<file path="src/sv/assert_macros.svh">
// assertion macros used by hsv_to_rgb332
// needs clk and rst_n in the scope of each use
`ifndef ASSERT_MACROS_SVH
`define ASSERT_MACROS_SVH

`ifndef SYNTHESIS

`define ASSERT_ALWAYS(lbl, expr) \
    lbl: assert property (@(posedge clk) disable iff (!rst_n) (expr)) \
        else $error("assertion failed: condition");

`define ASSERT_NEXT(lbl, ante, cons) \
    lbl: assert property (@(posedge clk) disable iff (!rst_n) (ante) |=> (cons)) \
        else $error("assertion failed: next-cycle implication");

`else

`define ASSERT_ALWAYS(lbl, expr)

`define ASSERT_NEXT(lbl, ante, cons)

`endif

`endif

</file>
<file path="src/sv/hsv2rgb_pkg.sv">
// constants for the hsv to rgb332 pipeline
// no dependencies
`default_nettype none

package hsv2rgb_pkg;

    localparam int HUE_W    = 13;
    localparam int SV_W     = 9;
    localparam int FRAC_W   = 10;
    localparam int SEXT_W   = 4;
    localparam int CHROMA_W = 17;
    localparam int PROD_W   = 26;
    localparam int QUOT_W   = 20;

    localparam logic [SV_W-1:0]     UNIT        = 9'd256;
    localparam logic [FRAC_W-1:0]   HUE_SEXTANT = 10'd960;
    localparam logic [HUE_W-1:0]    HUE_FULL    = 13'd5760;

    // hue / 64 / 15 by reciprocal, exact for the 7-bit range
    localparam int                  SEXT_SHIFT  = 12;
    localparam logic [8:0]          SEXT_RECIP  = 9'(((1 << SEXT_SHIFT) + 14) / 15);

    // product / 64 / 15 by reciprocal, exact below 2^20
    localparam int                  RECIP_SHIFT = 24;
    localparam logic [20:0]         RECIP_15    = 21'(((1 << RECIP_SHIFT) + 14) / 15);

    localparam logic [SEXT_W-1:0]   SEXT_RY = 4'd0;
    localparam logic [SEXT_W-1:0]   SEXT_YG = 4'd1;
    localparam logic [SEXT_W-1:0]   SEXT_GC = 4'd2;
    localparam logic [SEXT_W-1:0]   SEXT_CB = 4'd3;
    localparam logic [SEXT_W-1:0]   SEXT_BM = 4'd4;

    localparam logic [2:0]          RG_TOP  = 3'd7;
    localparam logic [1:0]          B_TOP   = 2'd3;

endpackage

`default_nettype wire

</file>
<file path="src/sv/hsv_to_rgb332.sv">
// hsv to rgb332 colour conversion, five-stage stream pipeline
// depends on hsv2rgb_pkg and assert_macros.svh
//
// Takes one pixel per clock while the output is not stalled and returns its
// colour. Every stage holds its word with a valid bit and its own ready, so
// a stall at the output fills the empty stages first and only then holds the
// input; nothing is dropped or duplicated. The stages are: saturation and
// value limiting with the sextant number, chroma and hue fraction, chroma
// times fraction, division by 960 through a reciprocal multiply, and the
// channel selection with scaling to 3-3-2 bits. There are no registers to set.
`default_nettype none

`include "assert_macros.svh"

module hsv_to_rgb332 (
    input  wire         clk,
    input  wire         rst_n,
    input  wire         s_tvalid,
    output logic        s_tready,
    input  wire  [31:0] s_tdata,   // hue[12:0], saturation[21:13], value[30:22], zero pad
    output logic        m_tvalid,
    input  wire         m_tready,
    output logic [15:0] m_tdata    // color[7:0], red[10:8], green[13:11], blue[15:14]
);

    localparam int HW = hsv2rgb_pkg::HUE_W;
    localparam int SW = hsv2rgb_pkg::SV_W;
    localparam int FW = hsv2rgb_pkg::FRAC_W;
    localparam int KW = hsv2rgb_pkg::SEXT_W;
    localparam int CW = hsv2rgb_pkg::CHROMA_W;
    localparam int PW = hsv2rgb_pkg::PROD_W;
    localparam int QW = hsv2rgb_pkg::QUOT_W;

    function automatic logic [2:0] level_rg(input logic [CW-1:0] part, input logic [CW-1:0] grey);
        logic [CW:0]   sum;
        logic [CW+3:0] scaled;
        logic [4:0]    q;
        sum    = {1'b0, part} + {1'b0, grey};
        scaled = {3'b000, sum} * 21'(hsv2rgb_pkg::RG_TOP);
        q      = scaled[CW+3:16];
        return (q > 5'(hsv2rgb_pkg::RG_TOP)) ? hsv2rgb_pkg::RG_TOP : q[2:0];
    endfunction

    function automatic logic [1:0] level_b(input logic [CW-1:0] part, input logic [CW-1:0] grey);
        logic [CW:0]   sum;
        logic [CW+2:0] scaled;
        logic [3:0]    q;
        sum    = {1'b0, part} + {1'b0, grey};
        scaled = {2'b00, sum} * 20'(hsv2rgb_pkg::B_TOP);
        q      = scaled[CW+2:16];
        return (q > 4'(hsv2rgb_pkg::B_TOP)) ? hsv2rgb_pkg::B_TOP : q[1:0];
    endfunction

    // valid bits and per-stage ready
    logic v1_reg, v2_reg, v3_reg, v4_reg, v5_reg;
    logic rdy1, rdy2, rdy3, rdy4, rdy5;

    assign rdy5     = !v5_reg || m_tready;
    assign rdy4     = !v4_reg || rdy5;
    assign rdy3     = !v3_reg || rdy4;
    assign rdy2     = !v2_reg || rdy3;
    assign rdy1     = !v1_reg || rdy2;
    assign s_tready = rdy1;
    assign m_tvalid = v5_reg;

    always_ff @(posedge clk or negedge rst_n)
    begin
        if (!rst_n)
        begin
            v1_reg <= 1'b0;
            v2_reg <= 1'b0;
            v3_reg <= 1'b0;
            v4_reg <= 1'b0;
            v5_reg <= 1'b0;
        end
        else
        begin
            if (rdy1) v1_reg <= s_tvalid;
            if (rdy2) v2_reg <= v1_reg;
            if (rdy3) v3_reg <= v2_reg;
            if (rdy4) v4_reg <= v3_reg;
            if (rdy5) v5_reg <= v4_reg;
        end
    end

    // stage 1: limit saturation and value, sextant number
    logic [HW-1:0] hue_in;
    logic [SW-1:0] sat_in, val_in;
    logic [SW-1:0] s1_next, vv1_next;
    logic [15:0]   kprod;
    logic [KW-1:0] k1_next;
    logic [HW-1:0] h1_reg;
    logic [SW-1:0] s1_reg, vv1_reg;
    logic [KW-1:0] k1_reg;

    assign hue_in   = s_tdata[12:0];
    assign sat_in   = s_tdata[21:13];
    assign val_in   = s_tdata[30:22];
    assign s1_next  = (sat_in > hsv2rgb_pkg::UNIT) ? hsv2rgb_pkg::UNIT : sat_in;
    assign vv1_next = (val_in > hsv2rgb_pkg::UNIT) ? hsv2rgb_pkg::UNIT : val_in;
    assign kprod    = {9'd0, hue_in[HW-1:6]} * {7'd0, hsv2rgb_pkg::SEXT_RECIP};
    assign k1_next  = kprod[15:hsv2rgb_pkg::SEXT_SHIFT];

    always_ff @(posedge clk)
    begin
        if (rdy1)
        begin
            h1_reg  <= hue_in;
            s1_reg  <= s1_next;
            vv1_reg <= vv1_next;
            k1_reg  <= k1_next;
        end
    end

    // stage 2: chroma, grey offset, hue fraction
    logic [13:0]   kbase;
    logic [HW-1:0] fdiff;
    logic [FW-1:0] f_frac;
    logic [17:0]   vs_prod;
    logic [CW-1:0] c2_next, m2_next;
    logic [FW-1:0] fsel2_next;
    logic          ok2_next;
    logic [CW-1:0] c2_reg, m2_reg;
    logic [FW-1:0] fsel2_reg;
    logic [KW-1:0] k2_reg;
    logic          ok2_reg;

    assign kbase      = {10'd0, k1_reg} * {4'd0, hsv2rgb_pkg::HUE_SEXTANT};
    assign fdiff      = h1_reg - kbase[HW-1:0];
    assign f_frac     = fdiff[FW-1:0];
    assign fsel2_next = k1_reg[0] ? (hsv2rgb_pkg::HUE_SEXTANT - f_frac) : f_frac;
    assign vs_prod    = {9'd0, vv1_reg} * {9'd0, s1_reg};
    assign c2_next    = vs_prod[CW-1:0];
    assign m2_next    = {vv1_reg, 8'd0} - c2_next;
    assign ok2_next   = h1_reg < hsv2rgb_pkg::HUE_FULL;

    always_ff @(posedge clk)
    begin
        if (rdy2)
        begin
            c2_reg    <= c2_next;
            m2_reg    <= m2_next;
            fsel2_reg <= fsel2_next;
            k2_reg    <= k1_reg;
            ok2_reg   <= ok2_next;
        end
    end

    // stage 3: chroma times fraction
    logic [CW+FW-1:0] p3_next;
    logic [PW-1:0]    p3_reg;
    logic [CW-1:0]    c3_reg, m3_reg;
    logic [KW-1:0]    k3_reg;
    logic             ok3_reg;

    assign p3_next = {{FW{1'b0}}, c2_reg} * {{CW{1'b0}}, fsel2_reg};

    always_ff @(posedge clk)
    begin
        if (rdy3)
        begin
            p3_reg  <= p3_next[PW-1:0];
            c3_reg  <= c2_reg;
            m3_reg  <= m2_reg;
            k3_reg  <= k2_reg;
            ok3_reg <= ok2_reg;
        end
    end

    // stage 4: divide by 960 as shift by 6 then reciprocal of 15
    logic [QW-1:0] n4;
    logic [40:0]   q4_prod;
    logic [CW-1:0] x4_reg, c4_reg, m4_reg;
    logic [KW-1:0] k4_reg;
    logic          ok4_reg;

    assign n4      = p3_reg[PW-1:6];
    assign q4_prod = {21'd0, n4} * {20'd0, hsv2rgb_pkg::RECIP_15};

    always_ff @(posedge clk)
    begin
        if (rdy4)
        begin
            x4_reg  <= q4_prod[40:hsv2rgb_pkg::RECIP_SHIFT];
            c4_reg  <= c3_reg;
            m4_reg  <= m3_reg;
            k4_reg  <= k3_reg;
            ok4_reg <= ok3_reg;
        end
    end

    // stage 5: channel roles and 3-3-2 scaling
    logic [CW-1:0] rp, gp, bp;
    logic [2:0]    r5_next, g5_next;
    logic [1:0]    b5_next;
    logic [15:0]   out_reg;

    always_comb
    begin
        rp = '0;
        gp = '0;
        bp = '0;
        if (ok4_reg)
        begin
            case (k4_reg)
                hsv2rgb_pkg::SEXT_RY: begin rp = c4_reg; gp = x4_reg; end
                hsv2rgb_pkg::SEXT_YG: begin rp = x4_reg; gp = c4_reg; end
                hsv2rgb_pkg::SEXT_GC: begin gp = c4_reg; bp = x4_reg; end
                hsv2rgb_pkg::SEXT_CB: begin gp = x4_reg; bp = c4_reg; end
                hsv2rgb_pkg::SEXT_BM: begin rp = x4_reg; bp = c4_reg; end
                default:              begin rp = c4_reg; bp = x4_reg; end
            endcase
        end
    end

    assign r5_next = level_rg(rp, m4_reg);
    assign g5_next = level_rg(gp, m4_reg);
    assign b5_next = level_b(bp, m4_reg);

    always_ff @(posedge clk)
    begin
        if (rdy5)
            out_reg <= {b5_next, g5_next, r5_next, r5_next, g5_next, b5_next};
    end

    assign m_tdata = out_reg;

    `ASSERT_NEXT(a_accept_fills, s_tvalid && s_tready, v1_reg)
    `ASSERT_ALWAYS(a_stall_full, s_tready || (v1_reg && v2_reg && v3_reg && v4_reg && v5_reg))
    `ASSERT_ALWAYS(a_grey_bound, !v2_reg || ({1'b0, c2_reg} + {1'b0, m2_reg} <= 18'd65536))
    `ASSERT_ALWAYS(a_x_le_c, !v4_reg || (x4_reg <= c4_reg))
    `ASSERT_ALWAYS(a_pack, !m_tvalid || (m_tdata[7:0] == {m_tdata[10:8], m_tdata[13:11], m_tdata[15:14]}))

endmodule

`default_nettype wire
</file>
<file path="config.mk">
export PLATFORM = sky130hd
export DESIGN_NAME = hsv_to_rgb332
export DESIGN_NICKNAME = d
export VERILOG_FILES = /design/src/sv/hsv2rgb_pkg.sv /design/src/sv/hsv_to_rgb332.sv
export VERILOG_INCLUDE_DIRS = /design/src /design/src/sv
export SDC_FILE = /design/constraint.sdc
export NUM_CORES = 1
export LEC_CHECK = 0
export BUFFER_PORTS_ARGS = -buffer_cell sky130_fd_sc_hd__buf_2
export CORE_MARGIN = 5
export CORE_UTILIZATION = 38
export CTS_CLUSTER_DIAMETER = 100
export DETAILED_ROUTE_END_ITERATION = 6
export GPL_ROUTABILITY_DRIVEN = 0
export PLACE_DENSITY = 0.6
export SLEW_MARGIN = 20
export SYNTH_ARGS = -nofsm -noshare
export SYNTH_HDL_FRONTEND = slang
export SYNTH_SLANG_ARGS = --single-unit
</file>
<file path="constraint.sdc">
create_clock -name clk -period 13 [get_ports clk]
set_input_delay 2.6 -clock clk [delete_from_list [all_inputs] [get_ports clk]]
set_output_delay 2.6 -clock clk [all_outputs]
set_load 0.05 [all_outputs]
</file>
Yosys cells after proc, flatten, opt, wreduce, memory -nomap -nowiden
Index checks and enable logic that the tools add are counted.
{"block": "totals", "in_bits": 36, "ff_bits": 226, "word_cells": 76, "output_inout_bits": 18}
{"block": "op_classes", "n_addsub": 6, "n_reduce_logical": 17, "eq_ne": 4, "order_cmp": 6, "mul": 8, "mux": 10}
{"operator": "case mux 17 bit (2 select lines)", "n": 3}
{"operator": "adder 17 x 17 -> 18 bit", "n": 3}
{"operator": "2-to-1 mux 17 bit", "n": 3}
{"operator": "multiplier 18 x 3 -> 21 bit, second input constant", "n": 2}
{"operator": "multiplier 20 x 20 -> 40 bit, second input constant", "n": 1}
{"operator": "multiplier 17 x 10 -> 26 bit", "n": 1}
{"operator": "multiplier 18 x 2 -> 20 bit, second input constant", "n": 1}
{"operator": "> comparator 9 bit, second input constant", "n": 2}
{"operator": "multiplier 9 x 9 -> 17 bit", "n": 1}
{"operator": "subtractor 17 bit", "n": 1}
{"operator": "multiplier 7 x 8 -> 15 bit, second input constant", "n": 1}
{"operator": "< comparator 13 bit, second input constant", "n": 1}
{"operator": "OR reduction 2 bit", "n": 6}
{"operator": "> comparator 5 x 3 -> 1 bit, second input constant", "n": 2}
{"operator": "2-to-1 mux 10 bit", "n": 1}
{"operator": "subtractor 10 bit", "n": 1}
{"operator": "subtractor 10 bit, first input constant", "n": 1}
{"operator": "equality test 4 x 2 -> 1 bit, second input constant", "n": 2}
{"operator": "2-to-1 mux 3 bit", "n": 2}
{"operator": "zero test 1 bit", "n": 5}
{"operator": "logical OR 1 bit", "n": 5}
{"operator": "equality test 4 x 1 -> 1 bit, second input constant", "n": 1}
{"operator": "equality test 4 x 3 -> 1 bit, second input constant", "n": 1}
{"operator": "> comparator 4 x 2 -> 1 bit, second input constant", "n": 1}
{"operator": "3 further kinds", "n": 3}

Longest topological paths before layout
{"block": "depth", "ltp_word": 8, "ltp_mapped": 28, "ltp_nobuf": 25}

Least setup slack after synthesis
OpenSTA, ideal clock, no wires.
{"block": "synth_timing", "path_type": "input to output", "from": "input m_tready", "to": "output s_tready", "path_stages": 4, "arrival_time_ps": 5434, "setup_slack_ps": 4966, "n_path_buf": 0, "path_cell_list": "nor2b_1 nand4_1 inv_1 nand2_1"}
{"block": "synth_between", "elab_chain_cells": 5}
{"item": "start, declared", "line_no": "hsv_to_rgb332.sv:22", "source": "input wire m_tready,"}
{"item": "logical OR 1 bit", "line_no": "hsv_to_rgb332.sv:58", "source": "assign rdy5 = !v5_reg || m_tready;"}
{"item": "logical OR 1 bit", "line_no": "hsv_to_rgb332.sv:59", "source": "assign rdy4 = !v4_reg || rdy5;"}
{"item": "logical OR 1 bit", "line_no": "hsv_to_rgb332.sv:60", "source": "assign rdy3 = !v3_reg || rdy4;"}
{"item": "logical OR 1 bit", "line_no": "hsv_to_rgb332.sv:61", "source": "assign rdy2 = !v2_reg || rdy3;"}
{"item": "via rdy2", "line_no": "hsv_to_rgb332.sv:56", "source": "logic rdy1, rdy2, rdy3, rdy4, rdy5;"}
{"item": "logical OR 1 bit", "line_no": "hsv_to_rgb332.sv:62", "source": "assign rdy1 = !v1_reg || rdy2;"}
{"item": "end, declared", "line_no": "hsv_to_rgb332.sv:19", "source": "output logic s_tready,"}
The timed path passes the listed nets, and every way through them passes these cells.

Worst setup path after layout
Same ends and word-level chain as after synthesis.

==> run metrics <==
status finished, final reports clean; final hold violations 0; main area contributors after synthesis edfxtp_1 26%, ha_1 20%, fa_1 19%; post-CTS setup buffers 0; HP Start m2_reg[9]$_DFFE_PP_; area of the mapped netlist 23,930 sq um; flop-to-flop setup slack 6.67 ns; chip height 260.9 microns; final core utilization 0.4124; WL per Instance 15.46 microns; DP Wirelength 40,870 microns; slew at the pin closest to its max-slew limit 0.9241 ns; Async SR Flop Fraction 0.02392; starting DRC count in detailed routing 802; r2r worst-path depth 22; drt first pass iters 5; Post-DRT Antenna Nets 0; clock transition at the registers of the reported paths 0.06 ns; sequential element share of the synthesized area 0.2612; number of global-route vias before repair 17.26k; CTS tree done; Routed WL 49,650 microns; Die ar. 68,090 sq um; slowest cell delay on critical path 0.35 ns; post-synth top area share 0.2560; Final TNS setup 0 ns; clock buffer count from CTS 24; area grow syn2layout 8.115%; #FFs+latches synth 209; max reg flops 20; first-pass GRT wire length 84,140 microns; post-synthesis cell count 2,335; Antenna Cells 0; slew margin rel. 0.3839; CTS hold repair buffers 0; largest area contributor in the netlist edfxtp_1; initial core utilization 0.3815; CP Cell Sequence buf_2 > nor2b_1 > nand4_1 > buf_4 > inv_1 > nand2_1 > buf_4 > buf_2; Hold EP m3_reg[9]$_DFFE_PP_; largest net degree at the start of global routing 60; worst skew pair latency 0.55 ns; met2 usage 0.2563; H-tree levels 1; critical path fanouts, max 37; Worst Hold Path Cells 0; synth unique cells 79; critical path data required time 10.40 ns; min-delay worst type reg -> reg; Overall Global Routing Usage 0.1485; number of max-slew violations in the final report 0; clock skew 0.01186 ns; M1 GR Usage 0.1967; grt total ovfl 0; Die W 260.9 microns; site row count 92; syn avg cell area 10.25 sq um; io pins 54; Fmax 0.1493 GHz; maxcap violations 0; nets 2,988; post-CTS sizing 0; endpoints failing setup 0; busiest layer in global routing met2; Synth Flop Type edfxtp_1; Vias per Instance 5.102; Synth warnings 0; share of layout cells above drive strength 1 0.05877; CTS root buf clkbuf_16; Critical Path AT 4.10 ns; WS Path Type in -> out; Port-buffer cells 52; antenna violations before repair 0; core area 62,740 sq um; number of synthesized flops with an enable pin 204; fin crit period 6.699 ns; Max stage delay cell, worst path nor2b_1; Worst Setup End Kind output pin; unrepaired setup endpoints after global routing no; Critical R2R Launch vv1_reg[3]$_SDFFCE_PN0P_; GR Layer Usage met3 0.02208; DRC 0; Longest Clk Path Bufs 3; final cycle utilization of the critical path 0.5153; worst reg2reg endpoint m2_reg[16]$_DFFE_PP_; vias 16.38k; startpoint types primary input; critical path startpoint m_tready; clk sinks 209; Syn Nets 2,976
cell usage in the layout (no fill, tap or decap), types with 5 or more instances in the layout:
master and instances:
a211oi_1 5, a21o_1 67, a21oi_1 89, a22oi_1 52, a31o_2 5, a31oi_1 11
and2_1 98, and2_2 7, and3_1 10, and4_1 8, buf_2 52, buf_4 7
bufinv_16 5, clkbuf_16 24, dfrtp_1 5, edfxtp_1 204, fa_1 231, ha_1 374
inv_1 345, nand2_1 210, nand2b_1 15, nand3_1 20, nand4_1 11, nor2_1 80
nor2b_1 59, nor3_1 33, o211ai_1 10, o21a_1 12, o21ai_0 51, o21bai_1 14
o31ai_1 9, or2_2 5, or3_1 6, xnor2_1 97, xor2_1 43
routing by layer:
| layer | vias up | wire (microns) |
|---|---|---|
| met1 | 8059 | 22220 |
| met5 | - | 0 |
| li1 | 7908 | - |
| met2 | 335 | 23900 |
| met4 | 0 | 1399 |
| met3 | 82 | 2130 |
worst max-delay path: cells and delay by family:
| kind | cells | cell delay (ns) |
|---|---|---|
| and+or+nand+nor | 3 | 0.55 |
| buffers and inverters | 5 | 0.90 |
cell families (layout without fill, tap and decap cells):
logic type / after synthesis / after routing / share of synthesized area
compound gates: 370 / 370 / 0.1050
xor+xnor: 142 / 142 / 0.05286
fa+ha+maj: 605 / 605 / 0.3888
buf+inv: 418 / 448 / 0.06734
flops: 209 / 209 / 0.2612
mux: 4 / 4 / 0.001725
simple gates: 587 / 587 / 0.1231
cell usage after synthesis (5+ instances only):
cell and number:
and4_1 8, fa_1 231, nand2b_1 15, or3_1 6
a21oi_1 89, o21a_1 12, nand4_1 11, o31ai_1 9
and2_2 7, a211oi_1 5, o21ai_0 51, and2_1 98
inv_1 345, ha_1 374, a31oi_1 11, nor2_1 81
xor2_1 43, nor3_1 33, and3_1 10, nand3_1 21
nand2_1 211, xnor2_1 97, a21o_1 67, dfrtp_1 5
or2_2 5, a31o_2 5, nor2b_1 59, buf_4 9
o21bai_1 14, a22oi_1 52, edfxtp_1 204, clkbuf_1 61
o211ai_1 10
metrics by stage:
stage / instances / area, sq um / setup WS [ns] / hold slack [ns]
floorplan: 2335 / 23930 / 4.966 / 0.4003
global placement: 3167 / 24990 / 6.300 / 0.4029
detailed placement: 3167 / 24990 / 6.289 / 0.4054
CTS: 3211 / 25870 / 6.277 / 0.4197
global route: 3211 / 25870 / 6.127 / 0.4154
finish: 3211 / 25870 / 6.301 / 0.4185
how the worst max path moves through the flow:
stage / slack (ns) / to / depth (start not counted)
after global routing: 6.13 / s_tready / 8
after global placement: 6.30 / s_tready / 8
after floorplan: 4.97 / s_tready / 4
after detailed placement: 6.29 / s_tready / 8
after CTS: 6.28 / s_tready / 8
final: 6.30 / s_tready / 8
cell type report:
cell class	instances	area (sq um)
multi-input cells	1708	16080
inverters	345	1295
well taps	846	1059
flip-flops and latches	209	6251
repair buffers	59	312.8
clock inverters	19	269.0
clock buffers	25	604.3
fillers	5993	36860
Power is left out: the tool's default activity adds up to more than one toggle a clock period on the data nets, which glitch-free logic cannot reach.
